File: src/hw/rtl/sha256_pkg.sv
// ----------------------------------------------------------------------------
// SHA-256 hasher package
// Shared types and constants for the stream hasher.
// ----------------------------------------------------------------------------
`default_nettype none
package sha256_pkg;

    typedef struct packed {
        logic [7:0] msg_byte;
        logic       has_byte;
        logic       end_of_message;
    } in_item_t;

    typedef struct packed {
        logic [31:0] digest_word;
        logic [2:0]  word_index;
        logic        last_word;
    } out_item_t;

    localparam logic [31:0] INIT_HASH [8] = '{
        32'h6a09e667, 32'hbb67ae85, 32'h3c6ef372, 32'ha54ff53a,
        32'h510e527f, 32'h9b05688c, 32'h1f83d9ab, 32'h5be0cd19
    };

    localparam logic [31:0] ROUND_K [64] = '{
        32'h428a2f98, 32'h71374491, 32'hb5c0fbcf, 32'he9b5dba5,
        32'h3956c25b, 32'h59f111f1, 32'h923f82a4, 32'hab1c5ed5,
        32'hd807aa98, 32'h12835b01, 32'h243185be, 32'h550c7dc3,
        32'h72be5d74, 32'h80deb1fe, 32'h9bdc06a7, 32'hc19bf174,
        32'he49b69c1, 32'hefbe4786, 32'h0fc19dc6, 32'h240ca1cc,
        32'h2de92c6f, 32'h4a7484aa, 32'h5cb0a9dc, 32'h76f988da,
        32'h983e5152, 32'ha831c66d, 32'hb00327c8, 32'hbf597fc7,
        32'hc6e00bf3, 32'hd5a79147, 32'h06ca6351, 32'h14292967,
        32'h27b70a85, 32'h2e1b2138, 32'h4d2c6dfc, 32'h53380d13,
        32'h650a7354, 32'h766a0abb, 32'h81c2c92e, 32'h92722c85,
        32'ha2bfe8a1, 32'ha81a664b, 32'hc24b8b70, 32'hc76c51a3,
        32'hd192e819, 32'hd6990624, 32'hf40e3585, 32'h106aa070,
        32'h19a4c116, 32'h1e376c08, 32'h2748774c, 32'h34b0bcb5,
        32'h391c0cb3, 32'h4ed8aa4a, 32'h5b9cca4f, 32'h682e6ff3,
        32'h748f82ee, 32'h78a5636f, 32'h84c87814, 32'h8cc70208,
        32'h90befffa, 32'ha4506ceb, 32'hbef9a3f7, 32'hc67178f2
    };

    localparam logic [7:0]  PAD_BYTE   = 8'h80;
    localparam logic [63:0] BLOCK_BITS = 64'd512;

endpackage
`default_nettype wire

File: src/hw/rtl/sha256_if.sv
// ----------------------------------------------------------------------------
// SHA-256 stream channels
// Valid/ready channels for the input items and the digest items.
// ----------------------------------------------------------------------------
`default_nettype none
interface sha256_in_if;
    logic                 valid;
    logic                 ready;
    sha256_pkg::in_item_t data;
    modport source (output valid, output data, input ready);
    modport sink (input valid, input data, output ready);
endinterface

interface sha256_out_if;
    logic                  valid;
    logic                  ready;
    sha256_pkg::out_item_t data;
    modport source (output valid, output data, input ready);
    modport sink (input valid, input data, output ready);
endinterface
`default_nettype wire

File: src/hw/rtl/sha256_stream_hasher_core.sv
// ----------------------------------------------------------------------------
// SHA-256 stream hasher core
// Hashes a byte stream and emits the eight digest words per message.
// ----------------------------------------------------------------------------
// Usage: the in channel takes one item per handshake: a byte (valid when
// has_byte is set) and an end_of_message flag. An item with neither flag is
// taken and does nothing. A byte that does not fill the block is stored.
// The 64th byte of a block starts a compression: the shared round unit runs
// one round per cycle, 64 rounds, and then folds the result into the chain.
// An end item pads the block and runs one or two compressions, then the
// digest goes out on the out channel as eight items, word 0 first, one per
// cycle while ready is high. A stalled receiver simply holds the current
// word; no new input is taken until the last word leaves. The block is not
// ready while compressing or emitting.
// Reset puts the chain at the initial hash values and empties the block.
// ----------------------------------------------------------------------------
`default_nettype none
module sha256_stream_hasher_core (
    input  wire logic   clk,
    input  wire logic   rst_n,
    sha256_in_if.sink   in_ch,
    sha256_out_if.source out_ch
);
    import sha256_pkg::*;

    typedef enum logic [5:0] {
        ST_IDLE  = 6'b000001,
        ST_PAD   = 6'b000010,
        ST_ROUND = 6'b000100,
        ST_FOLD  = 6'b001000,
        ST_PAD2  = 6'b010000,
        ST_EMIT  = 6'b100000
    } state_t;

    state_t      state_reg, state_next;
    logic [31:0] chain_reg [8];
    logic [31:0] v_reg [8];
    logic [31:0] w_reg [16];     // message schedule window, word 0 used next
    logic [5:0]  fill_reg;
    logic [63:0] bits_reg;
    logic [5:0]  round_reg;
    logic        final_reg;      // compression belongs to a finished message
    logic        second_reg;     // a length-only block must follow
    logic        full_reg;       // compression of a full block of message bytes
    logic [2:0]  word_reg;
    logic [63:0] total_reg;

    // Shared round unit.
    logic [31:0] e, a, big1, big0, ch, maj, t1, t2, s0, s1, w_new;
    always_comb
    begin
        e    = v_reg[4];
        a    = v_reg[0];
        big1 = {e[5:0], e[31:6]} ^ {e[10:0], e[31:11]} ^ {e[24:0], e[31:25]};
        ch   = (e & v_reg[5]) ^ (~e & v_reg[6]);
        t1   = v_reg[7] + big1 + ch + ROUND_K[round_reg] + w_reg[0];
        big0 = {a[1:0], a[31:2]} ^ {a[12:0], a[31:13]} ^ {a[21:0], a[31:22]};
        maj  = (a & v_reg[1]) ^ (a & v_reg[2]) ^ (v_reg[1] & v_reg[2]);
        t2   = big0 + maj;
        s0   = {w_reg[1][6:0], w_reg[1][31:7]} ^ {w_reg[1][17:0], w_reg[1][31:18]}
             ^ (w_reg[1] >> 3);
        s1   = {w_reg[14][16:0], w_reg[14][31:17]} ^ {w_reg[14][18:0], w_reg[14][31:19]}
             ^ (w_reg[14] >> 10);
        w_new = s1 + w_reg[9] + s0 + w_reg[0];
    end

    logic take;
    assign in_ch.ready = (state_reg == ST_IDLE);
    assign take = in_ch.valid && in_ch.ready;

    assign out_ch.valid            = (state_reg == ST_EMIT);
    assign out_ch.data.digest_word = chain_reg[word_reg];
    assign out_ch.data.word_index  = word_reg;
    assign out_ch.data.last_word   = (word_reg == 3'd7);

    always_comb
    begin
        state_next = state_reg;
        unique case (state_reg)
            ST_IDLE:
            begin
                if (take)
                begin
                    if (in_ch.data.has_byte && fill_reg == 6'd63)
                        state_next = ST_ROUND;
                    else if (in_ch.data.end_of_message)
                        state_next = ST_PAD;
                end
            end
            ST_PAD:   state_next = ST_ROUND;
            ST_ROUND: if (round_reg == 6'd63) state_next = ST_FOLD;
            ST_FOLD:
            begin
                // A full block that carried the end mark still needs its padding block.
                if (full_reg)
                    state_next = final_reg ? ST_PAD : ST_IDLE;
                else if (second_reg)
                    state_next = ST_PAD2;
                else
                    state_next = ST_EMIT;
            end
            ST_PAD2:  state_next = ST_ROUND;
            ST_EMIT:  if (out_ch.ready && word_reg == 3'd7) state_next = ST_IDLE;
            default:  state_next = ST_IDLE;
        endcase
    end

    // Bytes are written into the schedule window as big-endian words.
    always_ff @(posedge clk or negedge rst_n)
    begin
        if (!rst_n)
        begin
            state_reg  <= ST_IDLE;
            fill_reg   <= '0;
            bits_reg   <= '0;
            round_reg  <= '0;
            final_reg  <= 1'b0;
            second_reg <= 1'b0;
            full_reg   <= 1'b0;
            word_reg   <= '0;
            for (int i = 0; i < 8; i++)
                chain_reg[i] <= INIT_HASH[i];
        end
        else
        begin
            state_reg <= state_next;
            unique case (state_reg)
                ST_IDLE:
                begin
                    if (take)
                    begin
                        logic [6:0] cnt;
                        cnt = {1'b0, fill_reg} + {6'd0, in_ch.data.has_byte};
                        if (in_ch.data.has_byte)
                        begin
                            w_reg[fill_reg[5:2]][8*(3-fill_reg[1:0]) +: 8] <=
                                in_ch.data.msg_byte;
                            fill_reg <= cnt[5:0];
                        end
                        total_reg <= bits_reg + {54'd0, cnt, 3'd0};
                        final_reg <= in_ch.data.end_of_message;
                        full_reg  <= in_ch.data.has_byte && (fill_reg == 6'd63);
                        round_reg <= '0;
                        for (int i = 0; i < 8; i++)
                            v_reg[i] <= chain_reg[i];
                    end
                end
                ST_PAD:
                begin
                    // Pad byte, zeros, and the length if it fits in this block.
                    for (int b = 0; b < 64; b++)
                    begin
                        if (b[5:0] == fill_reg)
                            w_reg[b/4][8*(3-b%4) +: 8] <= PAD_BYTE;
                        else if (b[5:0] > fill_reg && (b < 56 || fill_reg >= 6'd56))
                            w_reg[b/4][8*(3-b%4) +: 8] <= 8'd0;
                    end
                    second_reg <= (fill_reg >= 6'd56);
                    if (fill_reg < 6'd56)
                    begin
                        w_reg[14] <= total_reg[63:32];
                        w_reg[15] <= total_reg[31:0];
                    end
                end
                ST_ROUND:
                begin
                    v_reg[7] <= v_reg[6];
                    v_reg[6] <= v_reg[5];
                    v_reg[5] <= v_reg[4];
                    v_reg[4] <= v_reg[3] + t1;
                    v_reg[3] <= v_reg[2];
                    v_reg[2] <= v_reg[1];
                    v_reg[1] <= v_reg[0];
                    v_reg[0] <= t1 + t2;
                    for (int i = 0; i < 15; i++)
                        w_reg[i] <= w_reg[i+1];
                    w_reg[15] <= w_new;
                    round_reg <= round_reg + 6'd1;
                end
                ST_FOLD:
                begin
                    for (int i = 0; i < 8; i++)
                    begin
                        chain_reg[i] <= chain_reg[i] + v_reg[i];
                        v_reg[i]     <= chain_reg[i] + v_reg[i];
                    end
                    round_reg <= '0;
                    if (full_reg)
                    begin
                        bits_reg <= bits_reg + BLOCK_BITS;
                        fill_reg <= '0;
                        full_reg <= 1'b0;
                    end
                    else if (!second_reg)
                        word_reg <= '0;
                end
                ST_PAD2:
                begin
                    second_reg <= 1'b0;
                    for (int i = 0; i < 14; i++)
                        w_reg[i] <= '0;
                    w_reg[14] <= total_reg[63:32];
                    w_reg[15] <= total_reg[31:0];
                end
                ST_EMIT:
                begin
                    if (out_ch.ready)
                    begin
                        word_reg <= word_reg + 3'd1;
                        if (word_reg == 3'd7)
                        begin
                            fill_reg  <= '0;
                            bits_reg  <= '0;
                            final_reg <= 1'b0;
                            for (int i = 0; i < 8; i++)
                                chain_reg[i] <= INIT_HASH[i];
                        end
                    end
                end
                default: ;
            endcase
        end
    end

endmodule
`default_nettype wire

File: src/flat_wrapper.sv
// flat-port wrapper written by rule: the top's interface ports become plain ports
module sha256_stream_hasher_core_flat import sha256_pkg::*;
  (clk, rst_n, in_ch_valid, in_ch_data, in_ch_ready, out_ch_valid, out_ch_data, out_ch_ready);
  sha256_in_if in_ch_i ();
  sha256_out_if out_ch_i ();
  input  wire logic clk;
  input  wire logic rst_n;
  input wire logic [$bits(in_ch_i.valid)-1:0] in_ch_valid;
  input wire logic [$bits(in_ch_i.data)-1:0] in_ch_data;
  output wire logic [$bits(in_ch_i.ready)-1:0] in_ch_ready;
  output wire logic [$bits(out_ch_i.valid)-1:0] out_ch_valid;
  output wire logic [$bits(out_ch_i.data)-1:0] out_ch_data;
  input wire logic [$bits(out_ch_i.ready)-1:0] out_ch_ready;
  assign in_ch_i.valid = in_ch_valid;
  assign in_ch_i.data = in_ch_data;
  assign in_ch_ready = in_ch_i.ready;
  assign out_ch_valid = out_ch_i.valid;
  assign out_ch_data = out_ch_i.data;
  assign out_ch_i.ready = out_ch_ready;
  sha256_stream_hasher_core u_core (.clk(clk), .rst_n(rst_n), .in_ch(in_ch_i), .out_ch(out_ch_i));
endmodule
File: config.mk
export PLATFORM = sky130hd
export DESIGN_NAME = sha256_stream_hasher_core_flat
export DESIGN_NICKNAME = d
export VERILOG_FILES = /design/src/hw/rtl/sha256_pkg.sv /design/src/hw/rtl/sha256_if.sv /design/src/hw/rtl/sha256_stream_hasher_core.sv /design/src/flat_wrapper.sv
export SDC_FILE = /design/constraint.sdc
export NUM_CORES = 2
export LEC_CHECK = 0
export BUFFER_PORTS_ARGS = -buffer_cell sky130_fd_sc_hd__buf_4
export CAP_MARGIN = 20
export CORE_ASPECT_RATIO = 1.4
export CORE_UTILIZATION = 30
export CTS_BUF_LIST = sky130_fd_sc_hd__clkbuf_4 sky130_fd_sc_hd__clkbuf_8
export DETAILED_ROUTE_END_ITERATION = 8
export PLACE_DENSITY_LB_ADDON = 0.05
export SYNTH_ARGS = -nofsm -noshare
export SYNTH_HDL_FRONTEND = slang
export SYNTH_SLANG_ARGS = --single-unit
File: constraint.sdc
create_clock -name clk -period 8.9 [get_ports clk]
set_clock_uncertainty 0.05 [all_clocks]
set_input_delay 1.335 -clock clk [delete_from_list [all_inputs] [get_ports clk]]
set_output_delay 1.335 -clock clk [all_outputs]
set_load 0.1 [all_outputs]
### Yosys cells after proc, flatten, opt, wreduce, memory -nomap -nowiden

Memory sizes are Yosys's and may differ from the RTL's.
Cells that the tools add are included.
W data, S select, Z words.

| storage, ports and cells | value |
|---|---|
| flip-flop bits (word level) | 408 |
| memory bits (writable) | 768 |
| memory bits (read-only) | 2048 |
| input bits | 14 |
| output and inout bits | 38 |
| word-level logic and storage cells | 1318 |
| memories | 3 |

Memory list:

| memory | depth | width | rd ports | clocked after memory_dff | wr ports | RTL line | source |
|---|---|---|---|---|---|---|---|
| (name not given) | 64 | 32 | 1 | 0 | 0 | sha256_stream_hasher_core.sv:56 | `t1 = v_reg[7] + big1 + ch + ROUND_K[round_reg] + w_reg[0];` |
| u_core.w_reg | 16 | 32 | 16 | 0 | 16 | sha256_stream_hasher_core.sv:38 | `logic [31:0] w_reg [16];` |
| u_core.v_reg | 8 | 32 | 8 | 0 | 8 | sha256_stream_hasher_core.sv:37 | `logic [31:0] v_reg [8];` |

| cells by class | value |
|---|---|
| add/subtract/negate cells | 25 |
| magnitude comparators | 68 |
| equal/unequal tests | 82 |
| shifts and indexed selects | 2 |
| multiplexer cells | 723 |
| bitwise logic cells | 235 |
| reductions and logical operators | 163 |

Operators by type and width:

| cell | count |
|---|---|
| $mux W8 | 200 |
| $mux W32 | 23 |
| $add A32 B32 Y32 | 18 |
| $mux W256 | 2 |
| $pmux W256 S2 | 1 |
| $mux W1 | 467 |
| $xor A32 B32 Y32 | 9 |
| $or A1 B1 Y1 | 216 |
| $eq A6 B6 Y1 const A | 32 |
| $gt A6 B6 Y1 const A | 32 |
| $mux W64 | 3 |
| $and A32 B32 Y32 | 5 |
| $logic_and A1 B1 Y1 | 145 |
| $pmux W64 S2 | 1 |
| $bmux W32 S3 | 1 |
| $eq A5 B6 Y1 const A | 16 |
| $gt A5 B6 Y1 const A | 16 |
| $mux W6 | 13 |
| $add A64 B10 Y64 | 1 |
| $add A64 B10 Y64 const B | 1 |
| $eq A4 B6 Y1 const A | 8 |
| $gt A4 B6 Y1 const A | 8 |
| $pmux W6 S3 | 2 |
| $neg A32 Y34 | 1 |
| other kinds (46) | 77 |

### Logic depth before layout (Yosys ltp)

| logic depth | value |
|---|---|
| depth after elaboration | 11 |
| mapped depth | 40 |
| depth with buffers taken out | 37 |

### Worst setup path after synthesis

Ideal clock, no wire load.

| timing | value |
|---|---|
| kind | register to register |
| from | register u_core.round_reg[1] |
| to | memory u_core.v_reg[0][31], data pin |
| library setup time | 275 ps |
| arrival | 8090 ps |
| required time | 8575 ps |
| slack | 485 ps |
| stages on the path, launching flop included | 33 |
| buffers on the path | 1 |
| clock period less this slack | 8415 ps |
| cells stage by stage | dfrtp_1 clkinv_1 ha_1 clkbuf_1 nor2_1 a211o_1 a311oi_1 a21oi_1 fa_1 inv_1 fa_1 inv_1 fa_1 inv_1 ha_1 a21o_1 a2111oi_0 nand2_1 a21o_1 a31oi_1 nand2b_1 nand2_1 xnor2_1 fa_1 ha_1 nand4_1 or2_2 a2111oi_0 o41ai_1 o21ai_0 xnor2_1 xnor2_1 a211oi_1 |

RTL lines:

| what | RTL line | source |
|---|---|---|
| from (decl) | sha256_stream_hasher_core.sv:41 | `logic [5:0] round_reg;` |
| from (signal assigned) | sha256_stream_hasher_core.sv:178 | `round_reg <= round_reg + 6'd1;` |
| to (decl) | sha256_stream_hasher_core.sv:37 |  |

==> impl_metrics.yaml <==
yosys:
  synth_area_um2: 80440
  ys_warn_count: 0
  avgSynthCellArea_um2: 9.739
  synth_top_family_by_area: "compound AO/OA/AOI/OAI gates"
  synth.area.top_cells: "edfxtp_1, ha_1, dfrtp_1"
  synth-seq-cells: 1164
  synth_top_cell_by_area: "edfxtp_1"
  synthMuxAreaShare_pct: 2.537
  netlist_instances: 8260
  syn_nets: 8874
  synthSimpleGateAreaFrac_pct: 12.57
  synth_edf_count: 829
  yosys.area.top_type_share_pct: 30.95
  synth-xor-area-share_pct: 7.403
  synthAdderAreaFrac_pct: 11.55
  synthArstFlopShare_pct: 28.78
  synth_cell_types: 94
  synth_ff_type: "edfxtp_1"
  synth_compound_area_share_pct: 20.78
  seq_area_frac_synth_pct: 41.58
detailed_routing:
  num_vias: 68790
  vias_per_cell: 5.602
  drc: 0
  drt_iter0_drc: 5039
  ant_nets: 0
  drt_wl_total_mm: 404.0
  wl_per_cell_um: 32.90
  drt-pass1-iter-count: 6
worst_setup_path:
  cp_num_buf_inv: 10
  cp-end-kind: "register"
  cp.arrival_ns: 9.16
  required_ns: 9.55
  crit_type: "register to register"
  cp_top_family: "compound AO/OA/AOI/OAI gates"
  critPathMaxFanout: 6
  crit_slowest_cell: "fa_1"
  start_kind: "register"
  cp_common_cell: "buf_4"
  slowest_delay_ns: 0.57
die:
  ios: 52
  coreArea_um2: 266300
  rows: 224
  die_h_um: 614.7
  initial_utilization_pct: 30.21
  die_area_um2: 270300
  die_x_um: 439.6
run:
  cap_violations: 0
layout:
  largest_register_ffs: 512
  nets: 9201
  syn_to_final_growth_pct: 15.23
  drive_above_1_share_pct: 14.93
clocking:
  cts.sinks: 1164
  cts-root-buf: "clkbuf_8"
  htree_num_levels: 4
  cts-buffers-inserted: 225
  clk_latency_ns: 1.03
  hold_buffers: 0
  clkSlewWorstSetupHoldPaths_ns: 0.07
  cts_buffer_depth: 4
  tritoncts: "yes"
timing:
  setup_viol: 0
  finalCritPeriodShare_pct: 95.55
  hold_violations: 0
  setup_ws_ns: 0.3960
  worstMarginPinSlew_ns: 1.364
  tns_ns: 0
  maxSlewHeadroom_pct: 9.058
  drv_slew: 0
  fin_crit_ns: 8.504
  fmax_mhz: 117.6
placed_design:
  routabilityCongestion: 1.004
  dp_hpwl_mm: 306.9
  io_buffers: 51
  place_ws_ns: -0.2261
global_routing:
  grt_pass1_vias: 70730
  grt_max_degree: 190
  grt_overflow: 0
  grt_pass1_wl_mm: 558.8
  antenna_found_initial: 13
  grt_use_total_pct: 29.31
run_status:
  status: "finished clean"
hold_path:
  hold_path_class: "primary input to async pin"
==> per-stage QoR <==
step	util, %	hold WS, ns	cell area [µm²]	instances
final	34.81	0.1744	92700	12280
after global routing	34.81	0.1351	92690	12280
after CTS	34.74	0.1399	92490	12270
after detailed placement	32.94	0.4567	87700	11860
after global placement	32.93	0.4421	87680	11860
after floorplan	-	0.4198	80440	8260
==> worst reg2reg max path, delay by kind of cell, from the launching register on <==
| kind | cells | cell delay (ns) |
|---|---|---|
| AND/OR/NAND/NOR | 7 | 1.03 |
| XOR/XNOR | 2 | 0.32 |
| AO/OA/AOI/OAI | 16 | 2.75 |
| buffers and inverters | 10 | 1.25 |
| flip-flops | 1 | 0.39 |
| adder cells (fa/ha/maj) | 6 | 2.39 |
==> layout make-up <==
class / count / area [µm²]
Antenna cell: 7 / 17.52
Clock buffer: 341 / 4180
Clock inverter: 69 / 605.6
Fill cell: 27460 / 173600
Inverter: 268 / 1017
Multi-Input combinational cell: 6332 / 44380
Sequential cell: 1164 / 33460
Tap cell: 3503 / 4383
Timing Repair Buffer: 596 / 4646
==> kinds of logic (layout without fill, tap and decap cells) <==
logic type	Yosys count	in the layout
DFF	1164	1164
xor gates and xnor gates	680	680
other	1	8
muxes	121	121
AOI/OAI and AO/OA	2613	2613
buffers and inverters	764	1274
and+or+nand+nor	2285	2285
adders and majority gates	632	632
==> path summary, 6_finish.rpt <==
path	start	endpoint	slack (ns)	cells after the start
worst max-delay path	u_core.round_reg[1]	u_core.v_reg[0][159]	0.40	41
worst min-delay path	rst_n	u_core.chain_reg[222]	0.17	1
worst max register to register	u_core.round_reg[1]	u_core.v_reg[0][159]	0.40	41
worst min register to register	u_core.w_reg[10][16]	u_core.w_reg[9][16]	0.47	2
max in group asynchronous	rst_n	u_core.word_reg[1]	6.08	4
min in group clk	u_core.w_reg[10][16]	u_core.w_reg[9][16]	0.47	2
==> per-layer routing <==
layer | global-route usage [%] | wire, µm | share of wire [%]
met5 | 0 | 108 | 0.027
met4 | 21.09 | 34570 | 8.6
met3 | 3.745 | 15250 | 3.8
met2 | 54.00 | 212600 | 53
met1 | 30.20 | 141500 | 35
==> synthesized netlist by cell type (52+ instances only) <==
| library cell | number |
|---|---|
| a21o_1 | 171 |
| a21oi_1 | 549 |
| a22o_1 | 211 |
| a22oi_1 | 178 |
| a31oi_1 | 94 |
| and2_1 | 52 |
| buf_1 | 64 |
| clkbuf_1 | 425 |
| dfrtp_1 | 198 |
| dfstp_2 | 137 |
| edfxtp_1 | 829 |
| fa_1 | 195 |
| ha_1 | 405 |
| inv_1 | 264 |
| mux4_2 | 65 |
| nand2_1 | 1038 |
| nand2b_1 | 69 |
| nand3_1 | 127 |
| nor2_1 | 572 |
| nor2b_1 | 56 |
| nor3_1 | 121 |
| o211ai_1 | 56 |
| o21a_1 | 53 |
| o21ai_0 | 793 |
| o21bai_1 | 72 |
| o22a_1 | 58 |
| o22ai_1 | 58 |
| xnor2_1 | 464 |
| xor2_1 | 216 |
==> repair_timing <==
item,in CTS,in global routing
resized for setup,7,37
pin swaps,1,6
endpoints found under the hold margin,0,0
endpoints found under the setup margin,8,14
buffers inserted,0,2
==> cells in the final DEF, fill, tap and decap left out, types with 121 or more instances in the layout <==
cell type  count
a21o_1       171
a21oi_1      547
a22o_1       211
a22oi_1      178
buf_4        580
clkbuf_8     259
dfrtp_1      191
dfstp_2      137
edfxtp_1     829
fa_1         195
ha_1         400
inv_1        262
nand2_1     1031
nand3_1      127
nor2_1       564
nor3_1       121
o21ai_0      778
xnor2_1      459
xor2_1       216
Power is left out: the tool's default activity adds up to more than one toggle a clock period on the data nets, which glitch-free logic cannot reach.
